`src/rtl/bcsf_pkg.sv`:
```
// shared types, constants and helper functions of the byte class stream fingerprint
`timescale 1ns / 1ps
package bcsf_pkg;

  // default width of the byte counter
  localparam int LENGTH_BITS_DEFAULT = 32;

  // request queue between classifier and hash engine
  localparam int QUEUE_DEPTH = 2;

  // hash constants
  localparam logic [63:0] HASH_SEED = 64'h9e3779b97f4a7c15;
  localparam logic [63:0] FMIX_C1   = 64'hff51afd7ed558ccd;
  localparam logic [63:0] FMIX_C2   = 64'hc4ceb9fe1a85ec53;
  localparam int          FMIX_SHIFT = 33;
  localparam int          HASH_ROT   = 7;

  // byte classes
  localparam logic [2:0] CLASS_LETTER    = 3'd0;
  localparam logic [2:0] CLASS_DIGIT     = 3'd1;
  localparam logic [2:0] CLASS_SPACE     = 3'd2;
  localparam logic [2:0] CLASS_PRINTABLE = 3'd3;
  localparam logic [2:0] CLASS_OTHER     = 3'd4;
  localparam logic [2:0] NO_CLASS        = 3'd7;

  // result field layout in the output word, lowest bit first
  localparam int FP_W      = 64;
  localparam int LEN_W     = 32;
  localparam int MASK_W    = 5;
  localparam int CHG_W     = 8;
  localparam int VERDICT_W = 2;
  localparam int LEN_LSB     = FP_W;
  localparam int MASK_LSB    = LEN_LSB + LEN_W;
  localparam int CHG_LSB     = MASK_LSB + MASK_W;
  localparam int VERDICT_LSB = CHG_LSB + CHG_W;
  localparam int OUT_USED_W  = VERDICT_LSB + VERDICT_W;
  localparam int OUT_DATA_W  = ((OUT_USED_W + 7) / 8) * 8;

  typedef enum logic [1:0] {
    VERDICT_VALID,
    VERDICT_AMBIGUOUS,
    VERDICT_BROKEN
  } verdict_t;

  // one request from the classifier to the hash engine
  typedef struct packed {
    logic [63:0]       mix;
    logic [63:0]       length;
    logic [MASK_W-1:0] mask;
    logic [CHG_W-1:0]  changes;
    verdict_t          verdict;
    logic              last;
    logic              empty;
  } entry_t;

  // class of one byte
  function automatic logic [2:0] byte_class(input logic [7:0] b);
    logic [2:0] c;
    if ((b >= 8'h61 && b <= 8'h7a) || (b >= 8'h41 && b <= 8'h5a)) begin
      c = CLASS_LETTER;
    end else if (b >= 8'h30 && b <= 8'h39) begin
      c = CLASS_DIGIT;
    end else if (b == 8'h20 || b == 8'h09 || b == 8'h0a || b == 8'h0d) begin
      c = CLASS_SPACE;
    end else if (b >= 8'h20 && b <= 8'h7e) begin
      c = CLASS_PRINTABLE;
    end else begin
      c = CLASS_OTHER;
    end
    return c;
  endfunction

  // xor-shift step of the finalizer
  function automatic logic [63:0] fmix_xs(input logic [63:0] v);
    return v ^ (v >> FMIX_SHIFT);
  endfunction

  // rotate left of the rolling hash
  function automatic logic [63:0] hash_rotl(input logic [63:0] v);
    return (v << HASH_ROT) | (v >> (64 - HASH_ROT));
  endfunction

endpackage

```
`src/rtl/bcsf_front.sv`:
```
// classifier front end: byte class, frame statistics and per-byte mix word
`timescale 1ns / 1ps
module bcsf_front #(
  parameter int LENGTH_BITS = bcsf_pkg::LENGTH_BITS_DEFAULT
) (
  input  logic             clk,
  input  logic             rst_n,
  input  logic             accept,
  input  logic [7:0]       data_byte,
  input  logic             last_byte,
  input  logic             empty_frame,
  output bcsf_pkg::entry_t entry
);

  logic [LENGTH_BITS-1:0]       idx_r;
  logic                         over_r;
  logic                         zero_r;
  logic [bcsf_pkg::MASK_W-1:0]  mask_r;
  logic [bcsf_pkg::CHG_W-1:0]   chg_r;
  logic [2:0]                   prev_r;

  logic [2:0]                   cls;
  logic                         at_max;
  logic [LENGTH_BITS-1:0]       idx_nxt;
  logic                         over_nxt;
  logic                         zero_nxt;
  logic [bcsf_pkg::MASK_W-1:0]  mask_nxt;
  logic [bcsf_pkg::CHG_W-1:0]   chg_nxt;
  logic [63:0]                  mix;
  bcsf_pkg::verdict_t           verdict;

  // per-byte statistics and mix word
  always_comb begin
    cls      = bcsf_pkg::byte_class(data_byte);
    at_max   = &idx_r;
    idx_nxt  = at_max ? idx_r : idx_r + LENGTH_BITS'(1);
    over_nxt = over_r | at_max;
    zero_nxt = zero_r | (data_byte == 8'h00);
    mask_nxt = mask_r | (bcsf_pkg::MASK_W'(1) << cls);
    chg_nxt  = chg_r + bcsf_pkg::CHG_W'(prev_r != bcsf_pkg::NO_CLASS && prev_r != cls);
    mix      = {5'b0, cls, idx_r[7:0], 40'b0, data_byte} + 64'(idx_r) + 64'd1;
  end

  // verdict on the frame closed by this byte
  always_comb begin
    if ((zero_nxt && idx_nxt > LENGTH_BITS'(1)) || over_nxt) begin
      verdict = bcsf_pkg::VERDICT_BROKEN;
    end else if (chg_nxt <= bcsf_pkg::CHG_W'(1) ||
                 (mask_nxt & (mask_nxt - bcsf_pkg::MASK_W'(1))) == '0) begin
      verdict = bcsf_pkg::VERDICT_AMBIGUOUS;
    end else begin
      verdict = bcsf_pkg::VERDICT_VALID;
    end
  end

  // request to the hash engine
  always_comb begin
    if (empty_frame) begin
      entry.mix     = '0;
      entry.length  = '0;
      entry.mask    = '0;
      entry.changes = '0;
      entry.verdict = bcsf_pkg::VERDICT_AMBIGUOUS;
      entry.last    = 1'b1;
      entry.empty   = 1'b1;
    end else begin
      entry.mix     = mix;
      entry.length  = 64'(idx_nxt);
      entry.mask    = mask_nxt;
      entry.changes = chg_nxt;
      entry.verdict = verdict;
      entry.last    = last_byte;
      entry.empty   = 1'b0;
    end
  end

  // frame state, cleared at the end of every frame
  always_ff @(posedge clk) begin
    if (!rst_n) begin
      idx_r  <= '0;
      over_r <= 1'b0;
      zero_r <= 1'b0;
      mask_r <= '0;
      chg_r  <= '0;
      prev_r <= bcsf_pkg::NO_CLASS;
    end else if (accept) begin
      if (empty_frame || last_byte) begin
        idx_r  <= '0;
        over_r <= 1'b0;
        zero_r <= 1'b0;
        mask_r <= '0;
        chg_r  <= '0;
        prev_r <= bcsf_pkg::NO_CLASS;
      end else begin
        idx_r  <= idx_nxt;
        over_r <= over_nxt;
        zero_r <= zero_nxt;
        mask_r <= mask_nxt;
        chg_r  <= chg_nxt;
        prev_r <= cls;
      end
    end
  end

endmodule

```
`src/rtl/bcsf_queue.sv`:
```
// short request queue between classifier and hash engine
`timescale 1ns / 1ps
module bcsf_queue (
  input  logic             clk,
  input  logic             rst_n,
  input  logic             push,
  input  bcsf_pkg::entry_t push_data,
  output logic             full,
  input  logic             pop,
  output bcsf_pkg::entry_t pop_data,
  output logic             not_empty
);

  localparam int DEPTH = bcsf_pkg::QUEUE_DEPTH;
  localparam int PTR_W = (DEPTH > 1) ? $clog2(DEPTH) : 1;
  localparam int CNT_W = $clog2(DEPTH + 1);

  bcsf_pkg::entry_t   slot_r [DEPTH];
  logic [PTR_W-1:0]   wr_ptr_r;
  logic [PTR_W-1:0]   rd_ptr_r;
  logic [CNT_W-1:0]   count_r;

  assign full      = (count_r == CNT_W'(DEPTH));
  assign not_empty = (count_r != '0);
  assign pop_data  = slot_r[rd_ptr_r];

  // storage
  always_ff @(posedge clk) begin
    if (push) begin
      slot_r[wr_ptr_r] <= push_data;
    end
  end

  // pointers and fill count
  always_ff @(posedge clk) begin
    if (!rst_n) begin
      wr_ptr_r <= '0;
      rd_ptr_r <= '0;
      count_r  <= '0;
    end else begin
      if (push) begin
        wr_ptr_r <= (wr_ptr_r == PTR_W'(DEPTH - 1)) ? '0 : wr_ptr_r + PTR_W'(1);
      end
      if (pop) begin
        rd_ptr_r <= (rd_ptr_r == PTR_W'(DEPTH - 1)) ? '0 : rd_ptr_r + PTR_W'(1);
      end
      case ({push, pop})
        2'b10:   count_r <= count_r + CNT_W'(1);
        2'b01:   count_r <= count_r - CNT_W'(1);
        default: count_r <= count_r;
      endcase
    end
  end

endmodule

```
`src/rtl/bcsf_hash.sv`:
```
// hash engine: 64-bit finalizer on a shared 32x32 multiplier and the rolling hash
`timescale 1ns / 1ps
module bcsf_hash (
  input  logic                                  clk,
  input  logic                                  rst_n,
  input  logic                                  q_valid,
  input  bcsf_pkg::entry_t                      q_data,
  output logic                                  q_pop,
  output logic                                  out_valid,
  input  logic                                  out_ready,
  output logic [bcsf_pkg::OUT_DATA_W-1:0]       out_data
);

  typedef enum logic [1:0] {S_IDLE, S_MUL, S_FOLD, S_OUT} state_t;
  typedef enum logic [1:0] {MIX_DATA, MIX_LEN, MIX_STATS} mix_t;

  state_t                          state_r;
  mix_t                            stage_r;
  bcsf_pkg::entry_t                ent_r;
  logic [63:0]                     hash_r;
  logic [63:0]                     v_r;
  logic [63:0]                     acc_r;
  logic [63:0]                     prod_r;
  logic [1:0]                      mstep_r;
  logic                            cidx_r;
  logic                            out_valid_r;
  logic [bcsf_pkg::FP_W-1:0]       fp_r;
  logic [bcsf_pkg::LEN_W-1:0]      len_r;
  logic [bcsf_pkg::MASK_W-1:0]     mask_r;
  logic [bcsf_pkg::CHG_W-1:0]      chg_r;
  bcsf_pkg::verdict_t              verdict_r;

  logic [63:0] mul_c;
  logic [31:0] mul_a;
  logic [31:0] mul_b;
  logic [63:0] prod;
  logic [63:0] mul_res;
  logic        out_free;

  assign q_pop     = (state_r == S_IDLE) && q_valid;
  assign out_free  = !out_valid_r || out_ready;
  assign out_valid = out_valid_r;
  assign out_data  = {{(bcsf_pkg::OUT_DATA_W - bcsf_pkg::OUT_USED_W){1'b0}},
                      verdict_r, chg_r, mask_r, len_r, fp_r};

  // partial product select: lo*lo, hi*lo, lo*hi
  always_comb begin
    mul_c   = cidx_r ? bcsf_pkg::FMIX_C2 : bcsf_pkg::FMIX_C1;
    mul_a   = (mstep_r == 2'd1) ? v_r[63:32] : v_r[31:0];
    mul_b   = (mstep_r == 2'd2) ? mul_c[63:32] : mul_c[31:0];
    prod    = 64'(mul_a) * 64'(mul_b);
    mul_res = acc_r + {prod_r[31:0], 32'b0};
  end

  // sequencer, hash state and output register
  always_ff @(posedge clk) begin
    if (!rst_n) begin
      state_r     <= S_IDLE;
      stage_r     <= MIX_DATA;
      hash_r      <= bcsf_pkg::HASH_SEED;
      mstep_r     <= '0;
      cidx_r      <= 1'b0;
      out_valid_r <= 1'b0;
    end else begin
      // result valid: set on hand-over, cleared when taken
      if (state_r == S_OUT && out_free) begin
        out_valid_r <= 1'b1;
      end else if (out_valid_r && out_ready) begin
        out_valid_r <= 1'b0;
      end
      case (state_r)
        // take the next request
        S_IDLE: begin
          if (q_valid) begin
            ent_r <= q_data;
            if (q_data.empty) begin
              state_r <= S_OUT;
            end else begin
              v_r     <= bcsf_pkg::fmix_xs(q_data.mix);
              stage_r <= MIX_DATA;
              cidx_r  <= 1'b0;
              mstep_r <= '0;
              state_r <= S_MUL;
            end
          end
        end
        // one 64-bit multiply in four steps, two per finalizer
        S_MUL: begin
          case (mstep_r)
            2'd0: begin
              prod_r  <= prod;
              mstep_r <= 2'd1;
            end
            2'd1: begin
              acc_r   <= prod_r;
              prod_r  <= prod;
              mstep_r <= 2'd2;
            end
            2'd2: begin
              acc_r   <= mul_res;
              prod_r  <= prod;
              mstep_r <= 2'd3;
            end
            default: begin
              v_r     <= bcsf_pkg::fmix_xs(mul_res);
              mstep_r <= 2'd0;
              if (cidx_r) begin
                state_r <= S_FOLD;
              end else begin
                cidx_r <= 1'b1;
              end
            end
          endcase
        end
        // fold the finalized word into the hash
        S_FOLD: begin
          cidx_r <= 1'b0;
          case (stage_r)
            MIX_DATA: begin
              hash_r <= bcsf_pkg::hash_rotl(hash_r ^ v_r);
              if (ent_r.last) begin
                v_r     <= bcsf_pkg::fmix_xs(ent_r.length);
                stage_r <= MIX_LEN;
                state_r <= S_MUL;
              end else begin
                state_r <= S_IDLE;
              end
            end
            MIX_LEN: begin
              hash_r  <= hash_r ^ v_r;
              v_r     <= bcsf_pkg::fmix_xs({43'b0, ent_r.mask, 8'b0, ent_r.changes});
              stage_r <= MIX_STATS;
              state_r <= S_MUL;
            end
            default: begin
              hash_r  <= hash_r ^ v_r;
              state_r <= S_OUT;
            end
          endcase
        end
        // hand over the result and restart the hash
        default: begin
          if (out_free) begin
            fp_r        <= ent_r.empty ? '0 : hash_r;
            len_r       <= ent_r.length[bcsf_pkg::LEN_W-1:0];
            mask_r      <= ent_r.mask;
            chg_r       <= ent_r.changes;
            verdict_r   <= ent_r.verdict;
            hash_r      <= bcsf_pkg::HASH_SEED;
            state_r     <= S_IDLE;
          end
        end
      endcase
    end
  end

endmodule

```
`src/rtl/byte_class_stream_fingerprint.sv`:
```
// top level of the byte class stream fingerprint
`timescale 1ns / 1ps
// Fingerprints frames that arrive one byte per request. A classifier takes a
// byte in every cycle while its two-entry request queue has room; the hash
// engine behind it finalizes each byte's mix word with two 64-bit multiplies,
// each built from three 32x32 partial products on one shared multiplier plus
// a closing add. The hash engine takes no new byte until it has folded the
// last one into the hash; a last byte also needs two more finalizer passes
// for length and statistics and the result hand-over, and an empty frame
// goes straight to the hand-over. The result sits in an output register,
// so the next frame's bytes are taken while it waits.
module byte_class_stream_fingerprint #(
  parameter int LENGTH_BITS = bcsf_pkg::LENGTH_BITS_DEFAULT
) (
  input  logic                                clk,
  input  logic                                rst_n,
  input  logic                                in_tvalid,
  output logic                                in_tready,
  input  logic [7:0]                          in_tdata,   // [7:0] data_byte
  input  logic                                in_tlast,   // last_byte
  input  logic                                in_tuser,   // empty_frame
  output logic                                out_tvalid,
  input  logic                                out_tready,
  // [63:0] fingerprint, [95:64] frame_length, [100:96] classes_seen,
  // [108:101] class_changes, [110:109] verdict, [111] zero
  output logic [bcsf_pkg::OUT_DATA_W-1:0]     out_tdata
);

  bcsf_pkg::entry_t front_entry;
  bcsf_pkg::entry_t q_data;
  logic             q_full;
  logic             q_valid;
  logic             q_pop;
  logic             accept;

  assign in_tready = !q_full;
  assign accept    = in_tvalid && in_tready;

  // classifier
  bcsf_front #(
    .LENGTH_BITS (LENGTH_BITS)
  ) u_front (
    .clk         (clk),
    .rst_n       (rst_n),
    .accept      (accept),
    .data_byte   (in_tdata),
    .last_byte   (in_tlast),
    .empty_frame (in_tuser),
    .entry       (front_entry)
  );

  // request queue
  bcsf_queue u_queue (
    .clk       (clk),
    .rst_n     (rst_n),
    .push      (accept),
    .push_data (front_entry),
    .full      (q_full),
    .pop       (q_pop),
    .pop_data  (q_data),
    .not_empty (q_valid)
  );

  // hash engine
  bcsf_hash u_hash (
    .clk       (clk),
    .rst_n     (rst_n),
    .q_valid   (q_valid),
    .q_data    (q_data),
    .q_pop     (q_pop),
    .out_valid (out_tvalid),
    .out_ready (out_tready),
    .out_data  (out_tdata)
  );

endmodule

```
`config.mk`:
```
export PLATFORM = sky130hd
export DESIGN_NAME = byte_class_stream_fingerprint
export DESIGN_NICKNAME = d
export VERILOG_FILES = /design/src/rtl/bcsf_pkg.sv /design/src/rtl/bcsf_front.sv /design/src/rtl/bcsf_queue.sv /design/src/rtl/bcsf_hash.sv /design/src/rtl/byte_class_stream_fingerprint.sv
export SDC_FILE = /design/constraint.sdc
export NUM_CORES = 2
export LEC_CHECK = 0
export BUFFER_PORTS_ARGS = -buffer_cell sky130_fd_sc_hd__buf_2
export CORE_AREA = 2 2 378 380
export DETAILED_ROUTE_END_ITERATION = 8
export DIE_AREA = 0 0 380 382
export PLACE_DENSITY_LB_ADDON = 0.08
export SLEW_MARGIN = 20
export SYNTH_ARGS = -nofsm -noshare
export SYNTH_HDL_FRONTEND = slang
export SYNTH_HIERARCHICAL = 1
export SYNTH_SLANG_ARGS = --single-unit
```
`constraint.sdc`:
```
create_clock -name clk -period 8.39 [get_ports clk]
set_clock_uncertainty 0.1 [all_clocks]
set_input_delay 0 -clock clk [delete_from_list [all_inputs] [get_ports clk]]
set_output_delay 0 -clock clk [all_outputs]
set_load 0.005 [all_outputs]
```
==> run metrics <==
Slew HR 0.251; Setup CP Type reg2reg; Yosys cell types 108; setup ws final -0.0476 ns; CORE AREA 141000 µm²; EDFF count, synth 674; Max H-tree Level 3; met2 global-route usage 0.467; Initial Utilization 0.477; CTS buffer count 77; Max Cap Violations 0; gpl congestion 1.03; slowest CP cell fa_1; clk root buf clkbuf_16; Final min period 8.44 ns; launch point of the worst hold path in_tdata[3]; initial drt markers 4523; CTS clk-pin slew, worst paths 0.07 ns; syn_area_per_cell 10.9 µm²; worst hold endpoint u_front/mask_r[3]$_SDFFE_PN0P_; CTS tree yes; Post-synth ARST share 0; largest net degree at the start of global routing 147; Wirelength per Cell roughly 25 µm; worst min path class in2reg; Setup crit end kind flip-flop; Die Ht 382 µm; initial antenna violation count 2; register area share after synthesis 0.339; R2R Path Start u_hash/mstep_r[1]$_SDFFE_PN0P_; WHS Path Cells 6; Remaining Overflow, GRT 0; DRT Pass-1 Iters 7; flop2flop setup slack -0.05 ns; Reg2Reg Depth 30; most used cell, CP fa_1; Post-Route Utilization 0.565; maximum net fanout on the critical path 6; I/O Buffers 126; CTS max path bufs 3; Post-Syn Instances 6160; vias in the first global route 49010; met3 usage 0.0369; Post-synth top flop edfxtp_1; Clk Latency, worst-skew pair 0.66 ns; final period utilization 1.01; first-pass GRT wire length 331 mm; final max-slew violation count 0; RSZ-0062 raised after global routing true; post-route antenna net violation count 0; row cnt 138; mapped cell area 67300 µm²; DRT Wirelength around 230 mm; layout cells sized above 1 0.229; # clock sinks 801; Detailed Place HPWL 185 mm; flop and latch count out of synthesis 801; DRC errors left 0; endpoints failing setup 4; die area 145000 µm²; gr usage total 0.312; Arr. time, crit path 8.74 ns; GR Layer Usage met1 0.472; Fill cells 12479; Fin. Hold Viols 0; status complete, but fails checks; fmax roughly 120 MHz; DR vias/cell 5.43; reg2reg end u_hash/prod_r[58]$_DFFE_PP_; Max stage delay on crit path 0.65 ns; Ports 128; NumNets Final 8140; die width 380 µm; Antenna diodes 0; failing checks negative setup slack; Syn-to-layout area delta 18.4%; Worst Path Required 8.69 ns; Slew @ Worst Pin 1.12 ns; Vias approximately 48000; Critical Path Start Type flip-flop; GRT Max-Usage Layer met1; synth warn 6
worst max-delay path by stage:
stage,slack (ns),startpoint,endpoint,depth (start not counted)
finish,-0.05,u_hash/mstep_r[1]$_SDFFE_PN0P_,u_hash/prod_r[58]$_DFFE_PP_,30
global placement,-0.67,u_hash/mstep_r[1]$_SDFFE_PN0P_,u_hash/prod_r[61]$_DFFE_PP_,31
global route,-0.26,u_hash/mstep_r[1]$_SDFFE_PN0P_,u_hash/prod_r[61]$_DFFE_PP_,31
floorplan,0.007,u_hash/mstep_r[0]$_SDFFE_PN0P_,u_hash/prod_r[50]$_DFFE_PP_,35
detailed placement,-0.74,u_hash/mstep_r[1]$_SDFFE_PN0P_,u_hash/prod_r[61]$_DFFE_PP_,31
CTS,-0.02,u_hash/mstep_r[1]$_SDFFE_PN0P_,u_hash/prod_r[61]$_DFFE_PP_,31
cell usage after synthesis (29+ instances only):
cell type	instances	area (µm²)
edfxtp_1	674	20200
and2_1	77	482
nand4_1	29	181
nand3_1	72	360
clkbuf_1	189	709
mux2i_1	62	621
o21ai_0	101	505
o21bai_1	30	225
mux2_4	50	751
nor2_1	449	1690
a211oi_1	29	218
inv_1	1007	3780
xnor2_1	224	1960
a21oi_1	237	1190
xor2_1	154	1350
or2_2	34	213
a22oi_1	46	345
nand2b_1	61	382
nor3_1	78	390
buf_4	57	428
nand2_1	335	1260
nor2b_1	181	1130
a21o_1	87	653
ha_1	417	5220
dfxtp_1	127	2540
mux2_2	137	1540
o22ai_1	56	350
and3_1	47	294
fa_1	770	15400
worst max-delay path, delay by kind of cell (launching register included):
family                   cells  cell delay (ns)
flip-flops                   1             0.35
AO/OA/AOI/OAI                7             1.74
AND/OR/NAND/NOR              4             0.49
buffers and inverters        9             1.06
multiplexers                 1             0.19
adder cells (fa/ha/maj)      9             4.20
what timing repair did:
action / in CTS / in global routing
endpoints found under the hold margin: 158 / 0
buffers inserted: 23 / 32
pin swaps: 44 / 138
hold buffers: 16 / 0
setup endpoints to repair: 39 / 35
gates cloned: 1 / 0
resized for setup: 131 / 241
kinds of logic after synthesis:
family                   after synthesis  synth area share
AND/OR/NAND/NOR                     1427             0.103
buffers and inverters               1321            0.0787
adder cells (fa/ha/maj)             1194             0.308
flip-flops                           801             0.339
AO/OA/AOI/OAI                        782            0.0780
XOR/XNOR                             381            0.0502
multiplexers                         252            0.0438
other                                  2          0.000112
flip-flops by register name, summed over array words and instances (netlist names), 2 cells and up, named ones only:
signal and flops:
u_hash/chg_r 8, u_front/chg_r 8, u_hash/ent_r 81, u_hash/state_r 2
u_queue/count_r 2, u_hash/mask_r 5, u_hash/v_r 64, u_hash/len_r 32
u_hash/hash_r 64, u_hash/stage_r 2, u_hash/mstep_r 2, u_hash/acc_r 64
u_front/prev_r 3, u_hash/verdict_r 2, u_queue/slot_r 290, u_front/idx_r 32
u_hash/prod_r 64, u_hash/fp_r 64, u_front/mask_r 5
metrics by stage:
stage	hold WS, ns	std cells	cell area, µm²	worst slack (ns)	setup TNS (ns)
final	0.0893	8891	79600	-0.0476	-0.149
after global routing	0.109	8891	79600	-0.260	-2.85
after CTS	0.0354	8864	78400	-0.0195	-0.0195
after detailed placement	0.291	8683	75200	-0.742	-17.79
after global placement	0.290	8683	75200	-0.672	-15.55
after floorplan	0.0175	6212	67700	0.00711	0
routing by layer:
metal | vias to the layer above | part of all wire
met1 | 24609 | 0.46
li1 | 21777 | -
met5 | - | 0
met3 | 304 | 0.064
met2 | 1624 | 0.44
met4 | 0 | 0.039
cell usage in the layout, fill, tap and decap left out, types with 70 or more instances in the layout:
master	count
inv_1	971
clkbuf_16	80
ha_1	391
a21o_1	87
nor2b_1	177
dfxtp_1	123
mux2_2	129
a21oi_1	216
edfxtp_1	674
nand2_1	316
xnor2_1	216
fa_1	721
buf_4	756
xor2_1	154
nor2_1	418
o21ai_0	84
nand3_1	70
buf_2	124
final cells by class:
class	instances	area (µm²)	share of cell area
clock buffers	103	2130	0.0267
clock inverters	38	235	0.00295
inverters	1019	3880	0.0488
multi-input cells	4090	40900	0.514
flip-flops and latches	801	22800	0.286
well taps	1890	2360	0.0297
repair buffers	950	7320	0.0919
Power is not shown: default switching activity piles up to over one toggle a cycle in this logic, so the estimate is an artifact.
